### src/gpse_pkg.sv
`timescale 1ns / 1ps
// Shared types, constants and functions of the grayscale PNG stored-stream encoder.
// No dependencies; every other file but gpse_checker imports this package.
package gpse_pkg;

    localparam int PIX_W    = 8;
    localparam int DIM_W    = 15;
    localparam int CNT_W    = 14;
    localparam int RAW_W    = 29;
    localparam int BLKS_W   = 13;
    localparam int IDX_W    = 6;
    localparam logic [DIM_W-1:0] MAX_DIM   = 15'd16384;
    localparam logic [DIM_W-1:0] MIN_WIDTH = 15'd2;
    localparam logic [DIM_W-1:0] MIN_HEIGHT = 15'd1;
    localparam logic [16:0] BLOCK_BYTES = 17'd65535;
    localparam logic [31:0] CRC_POLY  = 32'hEDB88320;
    localparam logic [16:0] ADLER_MOD = 17'd65521;

    localparam logic REG_WIDTH  = 1'b0;
    localparam logic REG_HEIGHT = 1'b1;

    localparam logic [IDX_W-1:0] HDR_LAST = 6'd42;
    localparam logic [IDX_W-1:0] BLK_LAST = 6'd4;
    localparam logic [IDX_W-1:0] TRL_LAST = 6'd19;

    typedef enum logic [2:0] {
        ST_IDLE,
        ST_HDR,
        ST_BLK,
        ST_RAW,
        ST_TRL
    } state_t;

    typedef struct packed {
        logic             en;
        logic             init;
        logic [PIX_W-1:0] data;
    } crc_ctl_t;

    typedef struct packed {
        logic             en;
        logic             init;
        logic [PIX_W-1:0] data;
    } adler_ctl_t;

    function automatic logic [31:0] crc_byte(input logic [31:0] c_in, input logic [7:0] b);
        logic [31:0] c;
        c = c_in ^ {24'd0, b};
        for (int k = 0; k < 8; k++)
        begin
            c = c[0] ? (CRC_POLY ^ (c >> 1)) : (c >> 1);
        end
        return c;
    endfunction

endpackage

### src/gpse_adler.sv
`timescale 1ns / 1ps
// Adler-32 running sums over the raw stream, one byte per update.
// Depends on gpse_pkg.
module gpse_adler import gpse_pkg::*;
(
    input  logic        clk,
    input  logic        rst_n,
    input  adler_ctl_t  ctl,
    output logic [31:0] sum
);
    logic [15:0] a_reg, a_next;
    logic [15:0] b_reg, b_next;
    logic [16:0] a_sum, b_sum;

    always_comb
    begin
        a_sum  = {1'b0, a_reg} + {9'd0, ctl.data};
        a_next = (a_sum >= ADLER_MOD) ? 16'(a_sum - ADLER_MOD) : a_sum[15:0];
        b_sum  = {1'b0, b_reg} + {1'b0, a_next};
        b_next = (b_sum >= ADLER_MOD) ? 16'(b_sum - ADLER_MOD) : b_sum[15:0];
    end

    always_ff @(posedge clk or negedge rst_n)
    begin
        if (!rst_n)
        begin
            a_reg <= 16'd1;
            b_reg <= 16'd0;
        end
        else if (ctl.init)
        begin
            a_reg <= 16'd1;
            b_reg <= 16'd0;
        end
        else if (ctl.en)
        begin
            a_reg <= a_next;
            b_reg <= b_next;
        end
    end

    assign sum = {b_reg, a_reg};
endmodule

### config.mk
export PLATFORM = sky130hd
export DESIGN_NAME = gpse_adler
export DESIGN_NICKNAME = d
export VERILOG_FILES = /design/src/gpse_pkg.sv /design/src/gpse_adler.sv
export SDC_FILE = /design/constraint.sdc
export NUM_CORES = 1
export LEC_CHECK = 0
export ABC_AREA = 1
export BUFFER_PORTS_ARGS = -buffer_cell sky130_fd_sc_hd__buf_4
export CORE_ASPECT_RATIO = 1.1
export CORE_MARGIN = 2
export CORE_UTILIZATION = 25
export DETAILED_ROUTE_END_ITERATION = 16
export SLEW_MARGIN = 40
export SYNTH_ARGS = -nofsm -noshare
export SYNTH_HDL_FRONTEND = slang
export SYNTH_SLANG_ARGS = --single-unit
### constraint.sdc
create_clock -name clk -period 5.15 [get_ports clk]
set_input_delay 0.7725 -clock clk [delete_from_list [all_inputs] [get_ports clk]]
set_output_delay 0.7725 -clock clk [all_outputs]
set_load 0.02 [all_outputs]
==> reports/results.tsv, run 1 <==
metric	value	unit
# setup viols final	0	
vias	4753	
run status	completed	
crit path max fanout	9	
routed len/inst	13.27	µm
number of standard cells after synthesis	733	
Die Area	0.01831	mm²
starting density of the core	25.42	%
antenna cells	0	
drt pass-1 iters	5	
startpoint class of the critical path	input port	
syn_nets	777	
crit-path max cell delay	0.37	ns
post-synthesis sequential area ratio	18.61	%
synth top area cells	nand2_1, dfrtp_1, nand3_1	
final hold violation count	0	
clk slew on worst S/H paths	0.06	ns
vias per inst	4.566	
Setup crit end kind	flip-flop	
commonest non-fill, non-tap cell in the layout	nand2_1	
CP top delay family	simple AND/OR/NAND/NOR gates	
filler instances	1903	
max-cap violations	0	
CTS Sinks	32	
Distinct cells, synth	40	
final hold slack	0.4522	ns
Mean Syn Cell Area	5.880	µm²
ys flop type	dfrtp_1	
Async S/R FF share, synth	100.0	%
Place WS	-0.1200	ns
Final Skew	0.006743	ns
most frequent cells in the layout	nand2_1, inv_1, nand3_1	
Area growth syn-to-layout	24.70	%
number of I/O pins	44	
die width	129.2	µm
Seq cells post-synth	32	
share of cells above drive strength 1	18.96	%
total power	1.705	mW
maximum VDD drop	0.1643	mV
first-pass GRT wire length	21.59	mm
largest net degree at the start of global routing	33	
total CTS buffers	5	
DR DRC count	0	
max-slew violation count	0	
cell taking the most area after synthesis	nand2_1	
Top cell by count, worst path	nand2_1	
Worst-Margin Slew	0.7451	ns
grt ovf	0	
Tcrit/Tclk final	94.11	%
DRT antenna net count	0	
crit path from	ctl[6]	
H-tree Lvls	2	
r2r endpoint	b_reg[12]	
Final GP Congestion	0.9037	
WP data required	5.33	ns
Overall Global Routing Usage	14.84	%
critical path depth in cells	30	
clock tree root driver cell	clkbuf_16	
Detail Placement HPWL	11.00	mm
R2R Path Start	a_reg[0]	
vias in the first global route	4516	
Yosys top cell area share	24.03	%
RSZ-0062 raised after global routing	false	
capture point of the worst path	b_reg[13]	
fin nets	850	
core area	0.01695	mm²
1st-iter DRT viols	340	
Post-Syn Area	0.004310	mm²
crit path time final	4.847	ns
row cnt	50	
Final WS setup	0.3034	ns
antenna violations before repair	0	
Sequential Area	802.0	µm²
area of the multi-input gates	0.003133	mm²
Hold Buf Count CTS	0	
setup slack, reg-to-reg	0.45	ns
Buf+Inv Stages, Crit Path	2	
Setup CP Type	input port to flip-flop	
routed wire length	13.81	mm
Min-Delay Path Class	input port to async pin	
PwrDens	317.2	mW/mm²
Post-synth EDFFs	0	
chip height	141.7	µm
slew margin rel.	50.17	%
FMAX	206.3	MHz
Slowest-stage cell, CP	ha_2	
Critical Path AT	5.03	ns
Worst-Skew Late Latency	0.29	ns
IO buf count	43	
Static Leak	2.976	nW
cells on worst reg2reg path	27	
Synthesis Warnings	0	
CTS tree	yes	
Clock Tree Buf Depth	2	
==> how the worst min path moves through the flow <==
stage                  start        end  slack [ns]  cells after the start
finish                 rst_n   b_reg[5]        0.45                      1
global placement    a_reg[7]   a_reg[7]        0.50                      2
global route           rst_n   b_reg[5]        0.48                      1
floorplan              rst_n  a_reg[10]        0.48                      0
CTS                    rst_n   b_reg[0]        0.46                      1
detailed placement  a_reg[7]   a_reg[7]        0.50                      2
==> area by class of cell <==
cell class	instances	area share, %
repair buffers	71	10.06
clock inverters	1	0.5587
inverters	113	7.891
well taps	234	5.447
clock buffers	7	2.840
flip-flops and latches	32	14.92
multi-input cells	583	58.29
==> timing repair <==
| action | CTS | global route |
|---|---|---|
| endpoints found under the hold margin | 0 | 0 |
| endpoints found under the setup margin | 0 | 16 |
| gates resized for setup | 0 | 22 |
| buffers inserted | 0 | 1 |
==> logic make-up (layout without fill, tap and decap cells) <==
group | count (synthesis) | after routing | share of synthesized area [%]
flops | 32 | 32 | 18.61
simple gates | 498 | 500 | 53.15
fa+ha+maj | 32 | 32 | 9.637
buf+inv | 120 | 192 | 11.15
xor+xnor | 11 | 11 | 2.584
compound gates | 40 | 40 | 4.877
==> report_power, final <==
part           leakage [nW]  switching (mW)  total, mW  internal, mW
registers             0.433          0.0385      0.320         0.281
clock network        0.0901           0.126      0.381         0.255
logic                  2.45           0.626       1.01         0.379
total                  2.98           0.790       1.71         0.916
==> through the flow <==
stage	util (%)	area [µm²]	cells	setup TNS [ns]
detailed placement	29.95	5077	1030	-1.116
global route	31.70	5375	1041	0
CTS	31.03	5260	1038	0
global placement	29.95	5077	1030	-0.01753
floorplan	-	4310	733	0
finish	31.70	5375	1041	0
==> worst register-to-register path, stage by stage, from the launching register on <==
cell and delay (ns):
dfstp_2 0.55, ha_2 0.21, fa_2 0.42, inv_1 0.16, nand2_2 0.09, nor2_2 0.12
nand2_1 0.08, nand2_2 0.08, nor2_1 0.06, nand2_2 0.10, nor2_4 0.04, nand3_4 0.09
nand3_4 0.13, buf_4 0.18, nand2_4 0.08, inv_2 0.05, a21oi_1 0.20, ha_1 0.34
nand2_1 0.12, nor2_1 0.07, and2_1 0.13, nand2_1 0.10, nand2_2 0.08, a31oi_2 0.56
buf_4 0.28, nand4_1 0.10, nand3_1 0.10, nand2_1 0.05
==> synthesized netlist by cell type, drive strengths merged, types with 2 or more instances <==
cell type  instances
a21oi             20
and2               7
buf                3
clkbuf             3
dfrtp             31
fa                 2
ha                30
inv              113
nand2            297
nand3             96
nand3b             8
nand4             22
nor2              60
nor3               5
o21ai             16
o22ai              2
xnor2              3
xor2               8
==> layer usage <==
metal  share of wire [%]  routed length [µm]  track usage (%)
met2                  48                6661            25.46
met1                  44                6124            19.04
met3                 4.9                 683            2.451
met4                 2.5                 344            4.291
met5                   0                   0                0
No activity file was read; power rests on OpenSTA's default activity.
==> run 2: changes to the inputs <==
CORE_MARGIN = 4   (was 2)
==> run 2 against run 1 <==
Sequential share of layout area barely moved. Sequential power barely moved. Clock power fell by 21%. Setup slack got worse by 0.054 ns. Critical endpoint is now b_reg[10]. Maximum frequency fell by 1.1%. Utilization barely moved. Highest routed layer unchanged. Wire length rose by 1.6%. Critical path type unchanged. Via count rose by 1.5%.
==> reports/results.tsv, run 2 (synthesis gave the netlist of run 1 again) <==
metric	value	unit
vias in the first global route	4607	
row cnt	50	
most frequent cells in the layout	nand2_1, inv_1, nand3_1	
run status	completed	
die width	133.2	µm
fin nets	851	
largest net degree at the start of global routing	33	
setup slack, reg-to-reg	0.37	ns
CTS tree	yes	
Area growth syn-to-layout	24.76	%
Buf+Inv Stages, Crit Path	4	
Final GP Congestion	0.9370	
Clock Tree Buf Depth	2	
FMAX	204.1	MHz
antenna violations before repair	0	
Hold Buf Count CTS	0	
total CTS buffers	5	
Worst-Skew Late Latency	0.29	ns
cells on worst reg2reg path	31	
max-slew violation count	0	
number of I/O pins	44	
Die Area	0.01941	mm²
# setup viols final	0	
R2R Path Start	a_reg[0]	
Tcrit/Tclk final	95.15	%
clk slew on worst S/H paths	0.06	ns
core area	0.01695	mm²
routed len/inst	13.48	µm
Worst-Margin Slew	0.5005	ns
vias per inst	4.635	
Static Leak	2.975	nW
Overall Global Routing Usage	14.20	%
1st-iter DRT viols	322	
CTS Sinks	32	
Critical Path AT	5.08	ns
chip height	145.7	µm
Finished Cell Area	0.005378	mm²
first-pass GRT wire length	22.69	mm
maximum VDD drop	0.1886	mV
crit-path max cell delay	0.57	ns
antenna cells	0	
vias	4825	
routed wire length	14.03	mm
DR DRC count	0	
grt ovf	0	
DRT antenna net count	0	
IO buf count	43	
Placed Area	0.005055	mm²
Setup TNS	0	ns
slew margin rel.	66.63	%
share of cells above drive strength 1	19.33	%
clock tree root driver cell	clkbuf_16	
Slowest-stage cell, CP	fa_2	
H-tree Lvls	2	
PwrDens	301.5	mW/mm²
drt pass-1 iters	5	
commonest non-fill, non-tap cell in the layout	nand2_1	
starting density of the core	25.42	%
Detail Placement HPWL	11.02	mm
Setup CP Type	input port to flip-flop	
Setup crit end kind	flip-flop	
Final Skew	0.003887	ns
crit path max fanout	9	
r2r endpoint	b_reg[10]	
Min-Delay Path Class	input port to async pin	
final hold violation count	0	
Top cell by count, worst path	nand2_1	
CP top delay family	simple AND/OR/NAND/NOR gates	
WP data required	5.33	ns
max-cap violations	0	
startpoint class of the critical path	input port	
crit path time final	4.900	ns
==> run 2: cell count changes in the layout (fill, tap and decap cells not counted), sizes merged <==
cell / delta
bufinv: -1
clkinv: +1
==> run 2: final cells by class <==
class / count / area, µm²
Fill cell: 1904 / 11580
Inverter: 113 / 424.2
Timing Repair Buffer: 72 / 565.5
Multi-Input combinational cell: 583 / 3159
Sequential cell: 32 / 802.0
Tap cell: 234 / 292.8
Clock buffer: 6 / 128.9
Clock inverter: 1 / 5.005
==> run 2: through the flow <==
step / power [mW] / setup slack (ns) / hold WS [ns] / std cells / util [%]
floorplan: 1.000 / 0.3986 / 0.4769 / 733 / -
global placement: 1.284 / -0.05601 / 0.4940 / 1027 / 29.82
detailed placement: 1.285 / -0.06103 / 0.4958 / 1027 / 29.82
CTS: 1.597 / 0.2141 / 0.4702 / 1034 / 30.61
global route: 1.769 / -0.05043 / 0.4838 / 1041 / 31.72
finish: 1.621 / 0.2499 / 0.4535 / 1041 / 31.72
==> run 2: how the worst max path moves through the flow <==
| stage | startpoint | endpoint | cells after the start |
|---|---|---|---|
| 6_report | ctl[0] | b_reg[10] | 31 |
| 5_1_grt | ctl[0] | b_reg[13] | 31 |
| 3_5_place_dp | ctl[0] | b_reg[11] | 30 |
| 2_1_floorplan | ctl[0] | b_reg[12] | 33 |
| 3_3_place_gp | ctl[0] | b_reg[11] | 30 |
| 4_1_cts | ctl[0] | b_reg[11] | 30 |
==> run 2: power by group <==
part	internal [mW]	switching, mW
Clock	0.176	0.126
Combinational	0.372	0.625
Sequential	0.281	0.0401
Total	0.830	0.791
==> run 2: repair_timing <==
item                                    4_1_cts  5_1_grt
buffers inserted                              0        4
resized for setup                             0       30
endpoints found under the setup margin        0       16
==> run 2: per-layer routing <==
metal	vias up	GRT usage [%]	routed length, µm
met5	-	0	0
met4	0	4.064	299
met3	25	1.591	460
met2	120	24.34	6804
met1	2197	18.85	6465
li1	2483	-	-
