**config.mk**
```make
export PLATFORM = sky130hd
export DESIGN_NAME = gpse_crc32
export DESIGN_NICKNAME = d
export VERILOG_FILES = /design/src/gpse_pkg.sv /design/src/gpse_crc32.sv
export SDC_FILE = /design/constraint.sdc
export NUM_CORES = 1
export LEC_CHECK = 0
export BUFFER_PORTS_ARGS = -buffer_cell sky130_fd_sc_hd__buf_2
export CAP_MARGIN = 30
export CORE_ASPECT_RATIO = 1.2
export CORE_MARGIN = 2
export CORE_UTILIZATION = 40
export CTS_BUF_LIST = sky130_fd_sc_hd__clkbuf_8
export CTS_CLUSTER_SIZE = 20
export DETAILED_ROUTE_END_ITERATION = 6
export SYNTH_ARGS = -nofsm -noshare
export SYNTH_HDL_FRONTEND = slang
export SYNTH_SLANG_ARGS = --single-unit
```
**constraint.sdc**
```tcl
create_clock -name clk -period 2.7 [get_ports clk]
set_clock_uncertainty 0.15 [all_clocks]
set_input_delay 0.405 -clock clk [delete_from_list [all_inputs] [get_ports clk]]
set_output_delay 0.405 -clock clk [all_outputs]
set_load 0.03 [all_outputs]
```
**src/gpse_pkg.sv**
```systemverilog
`timescale 1ns / 1ps
// Shared types, constants and functions of the grayscale PNG stored-stream encoder.
// No dependencies; every other file but gpse_checker imports this package.
package gpse_pkg;

    localparam int PIX_W    = 8;
    localparam int DIM_W    = 15;
    localparam int CNT_W    = 14;
    localparam int RAW_W    = 29;
    localparam int BLKS_W   = 13;
    localparam int IDX_W    = 6;
    localparam logic [DIM_W-1:0] MAX_DIM   = 15'd16384;
    localparam logic [DIM_W-1:0] MIN_WIDTH = 15'd2;
    localparam logic [DIM_W-1:0] MIN_HEIGHT = 15'd1;
    localparam logic [16:0] BLOCK_BYTES = 17'd65535;
    localparam logic [31:0] CRC_POLY  = 32'hEDB88320;
    localparam logic [16:0] ADLER_MOD = 17'd65521;

    localparam logic REG_WIDTH  = 1'b0;
    localparam logic REG_HEIGHT = 1'b1;

    localparam logic [IDX_W-1:0] HDR_LAST = 6'd42;
    localparam logic [IDX_W-1:0] BLK_LAST = 6'd4;
    localparam logic [IDX_W-1:0] TRL_LAST = 6'd19;

    typedef enum logic [2:0] {
        ST_IDLE,
        ST_HDR,
        ST_BLK,
        ST_RAW,
        ST_TRL
    } state_t;

    typedef struct packed {
        logic             en;
        logic             init;
        logic [PIX_W-1:0] data;
    } crc_ctl_t;

    typedef struct packed {
        logic             en;
        logic             init;
        logic [PIX_W-1:0] data;
    } adler_ctl_t;

    function automatic logic [31:0] crc_byte(input logic [31:0] c_in, input logic [7:0] b);
        logic [31:0] c;
        c = c_in ^ {24'd0, b};
        for (int k = 0; k < 8; k++)
        begin
            c = c[0] ? (CRC_POLY ^ (c >> 1)) : (c >> 1);
        end
        return c;
    endfunction

endpackage

```
**src/gpse_crc32.sv**
```systemverilog
`timescale 1ns / 1ps
// Byte-wide CRC-32 register shared by every chunk of the file.
// Depends on gpse_pkg.
module gpse_crc32 import gpse_pkg::*;
(
    input  logic        clk,
    input  logic        rst_n,
    input  crc_ctl_t    ctl,
    output logic [31:0] crc
);
    logic [31:0] crc_reg;
    logic [31:0] crc_next;

    always_comb
    begin
        crc_next = crc_reg;
        if (ctl.en)
        begin
            crc_next = crc_byte(ctl.init ? 32'hFFFFFFFF : crc_reg, ctl.data);
        end
    end

    always_ff @(posedge clk or negedge rst_n)
    begin
        if (!rst_n)
        begin
            crc_reg <= 32'hFFFFFFFF;
        end
        else
        begin
            crc_reg <= crc_next;
        end
    end

    assign crc = crc_reg;
endmodule

```
==> summary.md, run 1 <==
| Metric | Value |
|---|---|
| Post-synthesis register bit count | `32` |
| First-pass GRT wire length | `8.35 mm` |
| RSZ-0062 raised after global routing | `no` |
| 1st-pass router iterations | `6` |
| Nets | `279` |
| Finished Core Util | `between 40 and 50%` |
| CTS Buf Count | `5` |
| Die Y | `around 87 microns` |
| Clock Path Buffers | `2` |
| CP startpoint kind | `register` |
| Post-Route Setup TNS | `0 ns` |
| Worst endpoint required time | `between 2 and 3 ns` |
| Final GP Congestion | `0.770` |
| Diode count | `0` |
| Cells after synthesis | `222` |
| Crit path DAT | `2.50 ns` |
| F_max | `410 MHz` |
| GR peak layer | `met2` |
| DRT iter0 DRCs | `81` |
| Core area | `5590 sq um` |
| DR vias/cell | `4.85` |
| Post-DRT Antenna Nets | `0` |
| Period utilisation layout | `90.2%` |
| Area leader, netlist | `dfstp_2` |
| Die Width | `around 73 microns` |
| Clock transition at path regs | `about 0.070 ns` |
| Slew headroom | `49.8%` |
| Worst R2R Start | `crc[1]` |
| Critical path startpoint | `crc[1]` |
| Total track usage | `17.7%` |
| Post-Synthesis Cell Area | `2290 sq um` |
| Root Driver | `clkbuf_8` |
| Met1 Resource Use GR | `22.2%` |
| Final Critical Period | `2.44 ns` |
| Commonest non-fill, non-tap cells in the layout | `xnor2_1, nor2_1, buf_2, dfstp_2, a21oi_1` |
| Post-detailed-route wirelength per cell | `between 15 and 20 microns` |
| Synth cell types | `18` |
| Layout cells sized above 1 | `41.6%` |
| Post-detail-place hpwl | `approximately 3.8 mm` |
| Syn avg cell area | `between 10 and 15 sq um` |
| R2R depth | `6` |
| Max reg flops | `32` |
| Most common cell after layout, fill and taps aside | `xnor2_1` |
| Syn_nets | `234` |
| # DRC | `0` |
| Via count | `between 1500 and 2000` |
| Largest net degree at the start of global routing | `37` |
| Warnings, synthesis | `0` |
| Hold_buf cts | `0` |
| IO Count | `44` |
| Worst skew pair latency | `slightly below 0.3 ns` |
| Routed WL | `5.25 mm` |
| Critical R2R Capture | `crc[23]` |
| Number of global-route vias before repair | `about 1600` |
| CTS tree | `done` |
| Initial antenna violation count | `0` |
| Starting Density | `40.9%` |
| Worst hold path type | `input port to register` |
| MaxCap Viol Count | `0` |
| Top-area cell type share of the netlist area | `36.7%` |
| Hold Crit Endpoint | `crc[9]` |
| Htree depth | `2` |
| Clk sinks | `32` |
| Seq/Total Area, Yosys | `36.7%` |
| WS Path Type | `register to register` |
| Num rows | `30` |
| Status | `finished clean` |
| Worst R2R Setup Slack | `0.26 ns` |
| # setup viols final | `0` |
| Min-delay src | `ctl[7]` |
| Hold Path Depth | `3` |
| CP Max Fanout | `6` |
| Slew at the pin closest to its max-slew limit | `0.754 ns` |
| Worst setup EP type | `register` |
| Met2 Use GR | `30.0%` |
| Post-CTS setup buffer count | `0` |
| Final Hold Viols | `0` |
| Synth top area cells | `dfstp_2, xnor2_1, nor2_1, xor2_1, mux2_2` |
| Post_cts resized | `0` |
| Gr ovfl total | `0` |
| Die area | `6350 sq um` |
| Max-slew violation count | `0` |
| Layout area overhead | `17.1%` |
| Met3 Usage GRT | `3.24%` |
| PortBufs | `43` |
==> kinds of logic (layout without fill, tap and decap cells) <==
logic type / count (synthesis) / count (layout) / synth area share [%]
multiplexers: 14 / 14 / 7.21
AND/OR/NAND/NOR: 54 / 54 / 9.18
AO/OA/AOI/OAI: 18 / 18 / 3.93
XOR/XNOR: 90 / 90 / 40.0
flip-flops: 32 / 32 / 36.7
buffers and inverters: 14 / 59 / 2.95
==> routing by layer <==
layer | vias up | share of wire, %
met5 | - | 0
met4 | 0 | 2.0
met1 | 773 | 44
met2 | 41 | 50
li1 | 782 | -
met3 | 10 | 3.5
==> through the flow <==
step,cell area (sq um),cells,hold slack (ns),worst slack (ns)
floorplan,2290,222,0.107,0.230
global placement,2580,324,0.349,0.301
detailed placement,2580,324,0.351,0.250
CTS,2680,331,0.325,0.276
global route,2680,331,0.346,0.172
finish,2680,331,0.327,0.264
==> worst max-delay path, cell delays in order, from the launching register on <==
cell and delay [ns]:
dfstp_2 0.60, xnor2_1 0.17, nor2_1 0.14, xnor2_4 0.33, xor2_4 0.27, xnor3_1 0.43
mux2_4 0.27
==> worst max path at each step <==
| stage | end | slack [ns] | cells past startpoint |
|---|---|---|---|
| 2_1_floorplan | crc[20] | 0.23 | 7 |
| 3_3_place_gp | crc[20] | 0.30 | 6 |
| 3_5_place_dp | crc[23] | 0.25 | 6 |
| 5_1_grt | crc[20] | 0.17 | 6 |
| 6_report | crc[23] | 0.26 | 6 |
| 4_1_cts | crc[20] | 0.28 | 6 |
==> layout make-up <==
cell class / count / area (sq um)
Sequential cell: 32 / 841
Tap cell: 64 / 80.1
Fill cell: 551 / 2910
Multi-Input combinational cell: 176 / 1380
Timing Repair Buffer: 52 / 283
Clock buffer: 7 / 96.3
==> cells in the mapped netlist (all sizes together) <==
cell type,count
xor2,19
nor2,54
a21oi,18
mux2,14
buf,7
xnor2,67
clkbuf,7
dfstp,32
xor3,1
xnor3,3
Power of run 1 is not shown: default switching activity piles up to over one toggle a cycle in this logic, so the estimate is an artifact.
==> run 2: changes to the inputs <==
==> constraint.sdc (replaced) <==
create_clock -name clk -period 2.3 [get_ports clk]
set_clock_uncertainty 0.15 [all_clocks]
set_input_delay 0.345 -clock clk [delete_from_list [all_inputs] [get_ports clk]]
set_output_delay 0.345 -clock clk [all_outputs]
set_load 0.03 [all_outputs]
==> summary.md, run 2 (synthesis results as in run 1) <==
| Metric | Value |
|---|---|
| Hold Crit Endpoint | `crc[9] (unchanged)` |
| Hold WS | `0.248 ns (was 0.327 ns)` |
| Core area | `5590 sq um (unchanged)` |
| CTS Buf Count | `5 (unchanged)` |
| Die area | `6350 sq um (unchanged)` |
| Post-CTS setup buffer count | `0 (unchanged)` |
| Largest net degree at the start of global routing | `51 (was 37)` |
| Worst R2R Setup Slack | `0.14 ns (was 0.26 ns)` |
| Total track usage | `17.7% (about the same)` |
| Routed WL | `5.14 mm (was 5.25 mm)` |
| Clk sinks | `32 (unchanged)` |
| Num rows | `30 (unchanged)` |
| F_max | `463 MHz (was 410 MHz)` |
| Final GP Congestion | `0.795 (was 0.770)` |
| Final Critical Period | `2.16 ns (was 2.44 ns)` |
| First-pass GRT wire length | `8.32 mm (was 8.35 mm)` |
| Met2 Use GR | `28.9% (was 30.0%)` |
| Footprint of the multi-input gates | `1410 sq um (was 1380 sq um)` |
| Slowest stage cell, crit path | `dfstp_2 (unchanged)` |
| Hold Path Depth | `3 (unchanged)` |
| Post_cts resized | `0 (unchanged)` |
| Worst skew pair latency | `0.29 ns (about the same)` |
| Via count | `1600 (was 1606)` |
| Clock Path Buffers | `2 (unchanged)` |
| # setup viols final | `0 (unchanged)` |
| Most used cell, CP | `xnor2_1` |
| CP delay by family, top | `XOR/XNOR gates (unchanged)` |
| Slew at the pin closest to its max-slew limit | `0.740 ns (was 0.754 ns)` |
| Clock transition at path regs | `0.07 ns (about the same)` |
| CP Max Fanout | `5 (was 6)` |
| Die Y | `86.9 microns (unchanged)` |
| Root Driver | `clkbuf_8 (unchanged)` |
| Layout cells sized above 1 | `44.2% (was 41.6%)` |
| Status | `finished clean (unchanged)` |
| Fillers | `534 (was 551)` |
| Max-slew violation count | `0 (unchanged)` |
| Post-detailed-route wirelength per cell | `15.2 microns (was 15.9 microns)` |
| RSZ-0062 raised after global routing | `no (unchanged)` |
| Max reg flops | `32 (unchanged)` |
| WP buf/inv | `1 (was 0)` |
| Hold_buf cts | `0 (unchanged)` |
| Worst hold path type | `input port to register (unchanged)` |
| DRT iter0 DRCs | `83 (was 81)` |
| CP cell instances | `nor2_1 -> xnor2_1 -> buf_4 -> xnor2_1 -> xor2_1 -> xnor2_1 -> mux2_2 (was xnor2_1 -> nor2_1 -> xnor2_4 -> xor2_4 -> xnor3_1 -> mux2_4)` |
| Critical R2R Capture | `crc[16] (was crc[23])` |
| Diode count | `0 (unchanged)` |
| Htree depth | `2 (unchanged)` |
| CP startpoint kind | `register (unchanged)` |
| MaxCap Viol Count | `0 (unchanged)` |
| Post-DRT Antenna Nets | `0 (unchanged)` |
| Die Width | `73.1 microns (unchanged)` |
| Worst R2R Start | `crc[0] (was crc[1])` |
| Worst endpoint required time | `2.38 ns (was 2.77 ns)` |
| Layout area overhead | `21.7% (was 17.1%)` |
| 1st-pass router iterations | `4 (was 6)` |
| IO Count | `44 (unchanged)` |
| DR vias/cell | `4.73 (was 4.85)` |
| CTS tree | `done (unchanged)` |
| R2R depth | `7 (was 6)` |
| Post-detail-place hpwl | `3.80 mm (was 3.84 mm)` |
| Final Hold Viols | `0 (unchanged)` |
| Cells after DPL | `330 (was 324)` |
| Met3 Usage GRT | `3.36% (was 3.24%)` |
| Gr ovfl total | `0 (unchanged)` |
| Worst setup EP type | `register (unchanged)` |
| Initial antenna violation count | `0 (unchanged)` |
| GR peak layer | `met2 (unchanged)` |
| Nets | `285 (was 279)` |
| Commonest non-fill, non-tap cells in the layout | `xnor2_1, nor2_1, buf_2, dfstp_2, a21oi_1 (unchanged)` |
| Post-Route Setup TNS | `0 ns (unchanged)` |
| Most common cell after layout, fill and taps aside | `xnor2_1 (unchanged)` |
| Met1 Resource Use GR | `23.5% (was 22.2%)` |
| Final cell count without fillers | `338 (was 331)` |
| Seq. cell area | `841 sq um (unchanged)` |
| WS Path Type | `register to register (unchanged)` |
| Number of global-route vias before repair | `1563 (was 1583)` |
| # DRC | `0 (unchanged)` |
| Crit path DAT | `2.24 ns (was 2.50 ns)` |
| Slew headroom | `50.7% (was 49.8%)` |
| Period utilisation layout | `93.9% (was 90.2%)` |
| PortBufs | `43 (unchanged)` |
| Starting Density | `40.9% (unchanged)` |
| CP peak stage delay | `0.59 ns (was 0.60 ns)` |
| Min-delay src | `ctl[7] (unchanged)` |
==> run 2: cell count changes in the layout (fill, tap and decap cells not counted), moves of 2 or more <==
cell      change
buf_12        +2
clkbuf_8      -2
xnor2_1       -2
buf_4         +4
xnor2_2       +2
==> run 2: routing by layer <==
layer / up-vias / part of all wire, % / wire length, microns
li1: 790 / - / -
met1: 773 / 47 / 2410
met2: 31 / 48 / 2480
met3: 6 / 3.1 / 160
met4: 0 / 1.6 / 82
met5: - / 0 / 0
==> run 2: stage by stage <==
step                utilization [%]  instance area, sq um  setup WS, ns
detailed placement             47.8                  2670        0.0668
global route                   49.8                  2790        0.0253
global placement               47.8                  2670         0.103
floorplan                         -                  2310        0.0366
CTS                            49.7                  2780        0.0669
finish                         49.8                  2790         0.140
==> run 2: how the worst max path moves through the flow <==
stage / start / end / cells past startpoint
global route: crc[0] / crc[16] / 7
detailed placement: crc[1] / crc[20] / 6
finish: crc[0] / crc[16] / 7
floorplan: crc[2] / crc[19] / 7
global placement: ctl[8] / crc[16] / 8
CTS: crc[1] / crc[20] / 6
==> run 2: layout make-up <==
type                       count  area share, %
multi-input combinational    176           50.4
sequential                    32           30.2
timing repair buffer          58           12.7
tap                           64           2.87
clock buffer                   5           2.47
clock inverter                 3           1.39
==> run 2: worst min-delay path, stage by stage <==
cell	delay, ns
buf_2	0.15
xnor2_1	0.13
a21oi_1	0.06
Power of run 2 is left out for the same reason.
==> run 3: changes to the inputs <==
==> constraint.sdc (replaced) <==
create_clock -name clk -period 2.41 [get_ports clk]
set_clock_uncertainty 0.15 [all_clocks]
set_input_delay 0.723 -clock clk [delete_from_list [all_inputs] [get_ports clk]]
set_output_delay 0.723 -clock clk [all_outputs]
set_load 0.03 [all_outputs]
==> summary.md, run 3 (synthesis results as in run 1) <==
| Metric | Value |
|---|---|
| Status | `finished clean (unchanged)` |
| Hold Crit Endpoint | `crc[25] (was crc[9])` |
| Footprint of the multi-input gates | `1410 sq um (unchanged)` |
| Post-detail-place hpwl | `4.16 mm (was 3.80 mm)` |
| Nets | `303 (was 285)` |
| 1st-pass router iterations | `4 (unchanged)` |
| Power Density | `1930 nW/um^2` |
| Post-CTS setup buffer count | `0 (unchanged)` |
| # DRC | `0 (unchanged)` |
| Via count | `1676 (was 1600)` |
| Post-Route Setup TNS | `0 ns (unchanged)` |
| Peak VDD IR | `~0.00084 V` |
| DRT iter0 DRCs | `52 (was 83)` |
| Min-delay src | `crc[25] (was ctl[7])` |
| Gr ovfl total | `0 (unchanged)` |
| CP Max Fanout | `5 (unchanged)` |
| Total track usage | `19.0% (was 17.7%)` |
| IO Count | `44 (unchanged)` |
| Die area | `6350 sq um (unchanged)` |
| WS Path Type | `register to register (unchanged)` |
| Post-DRT Antenna Nets | `0 (unchanged)` |
| Clock Path Buffers | `2 (unchanged)` |
| Core area | `5590 sq um (unchanged)` |
| DR vias/cell | `4.71 (was 4.73)` |
| CTS tree | `done (unchanged)` |
| Largest net degree at the start of global routing | `33 (was 51)` |
| Seq. cell area | `841 sq um (unchanged)` |
| # setup viols final | `0 (unchanged)` |
| PortBufs | `43 (unchanged)` |
| Post_cts resized | `0 (unchanged)` |
| Worst endpoint required time | `2.48 ns (was 2.38 ns)` |
| Worst setup EP type | `register (unchanged)` |
| Slew headroom | `51.1% (was 50.7%)` |
| Worst R2R Setup Slack | `0.20 ns (was 0.14 ns)` |
| Num rows | `30 (unchanged)` |
| Max-slew violation count | `0 (unchanged)` |
| Die Y | `86.9 microns (unchanged)` |
| Leakage Power | `1.23 nW` |
| Post-detailed-route wirelength per cell | `15.4 microns (was 15.2 microns)` |
| Final Hold Viols | `0 (unchanged)` |
| Crit path DAT | `2.29 ns (was 2.24 ns)` |
| Commonest non-fill, non-tap cells in the layout | `xnor2_1, nor2_1, buf_2, dfstp_2, buf_4 (was xnor2_1, nor2_1, buf_2, dfstp_2, a21oi_1)` |
| Period utilisation layout | `91.8% (was 93.9%)` |
| Fillers | `522 (was 534)` |
| CTS Buf Count | `5 (unchanged)` |
| Die Width | `73.1 microns (unchanged)` |
| Critical R2R Capture | `crc[20] (was crc[16])` |
| Hold Path Depth | `2 (was 3)` |
| MaxCap Viol Count | `0 (unchanged)` |
| Hold_buf cts | `0 (unchanged)` |
| Initial antenna violation count | `0 (unchanged)` |
| Htree depth | `2 (unchanged)` |
| Final GP Congestion | `0.842 (was 0.795)` |
| Worst skew pair latency | `0.29 ns (about the same)` |
| Clk sinks | `32 (unchanged)` |
| Diode count | `0 (unchanged)` |
| Clock transition at path regs | `0.07 ns (about the same)` |
| Pwr Total | `5.58 mW` |
| Slew at the pin closest to its max-slew limit | `0.733 ns (was 0.740 ns)` |
| CP startpoint kind | `register (unchanged)` |
| RSZ-0062 raised after global routing | `no (unchanged)` |
| Finished Core Util | `51.8% (was 49.8%)` |
| Starting Density | `40.9% (unchanged)` |
| F_max | `452 MHz (was 463 MHz)` |
| First-pass GRT wire length | `8.91 mm (was 8.32 mm)` |
| Number of global-route vias before repair | `1668 (was 1563)` |
| Worst R2R Start | `crc[4] (was crc[0])` |
| R2R depth | `7 (unchanged)` |
| Layout area overhead | `26.4% (was 21.7%)` |
| Most common cell after layout, fill and taps aside | `xnor2_1 (unchanged)` |
| Layout cells sized above 1 | `47.9% (was 44.2%)` |
| Max reg flops | `32 (unchanged)` |
| Routed WL | `5.47 mm (was 5.14 mm)` |
| Root Driver | `clkbuf_8 (unchanged)` |
| Worst hold path type | `register to register (was input port to register)` |
| Final Critical Period | `2.21 ns (was 2.16 ns)` |
## run 3: power breakdown
group | internal [mW] | leakage (nW) | switching [mW]
Sequential | 1.04 | 0.337 | 0.299
Clock | 0.228 | 0.0510 | 0.214
Combinational | 1.91 | 0.838 | 1.89
## run 3: layout make-up
type,instances,share of cell area (%)
Multi-Input combinational cell,176,48.6
Timing Repair Buffer,76,16.4
Clock buffer,6,2.85
Sequential cell,32,29.0
Tap cell,64,2.77
Clock inverter,2,0.346
## run 3: worst max path at each step
stage,end,slack (ns),cells after the start,from
after global routing,crc[20],0.11,7,crc[4]
final,crc[20],0.20,7,crc[4]
after global placement,crc[20],-0.08,6,ctl[6]
after detailed placement,crc[20],-0.1,7,ctl[8]
after floorplan,crc[20],0.004,6,ctl[8]
after CTS,crc[20],0.19,7,crc[4]
## run 3: metrics by stage
stage / hold slack, ns / setup WS, ns / std cells / cell area [sq um]
2_1_floorplan: 0.413 / 0.00437 / 222 / 2320
3_3_place_gp: 0.348 / -0.0831 / 348 / 2800
3_5_place_dp: 0.352 / -0.0977 / 348 / 2800
4_1_cts: 0.363 / 0.187 / 356 / 2900
5_1_grt: 0.387 / 0.112 / 356 / 2900
6_report: 0.359 / 0.199 / 356 / 2900
## run 3: per-layer routing
layer  share of wire (%)  wire [microns]  up-vias  GRT usage, %
met5                   0               0        -             0
met4                 2.2             121        0          6.73
met3                 4.2             232        8          3.94
met2                  47            2570       41          29.4
met1                  47            2550      789          26.1
li1                    -               -      838             -
## run 3: critical path: stages (launching register included)
cell and delay (ns):
dfstp_2 0.60, xnor2_1 0.13, nor2_1 0.06, xnor2_1 0.29
xor2_1 0.20, buf_4 0.15, xnor3_1 0.30, mux2_4 0.26
Note: power is estimated with default switching activity, not from simulation.
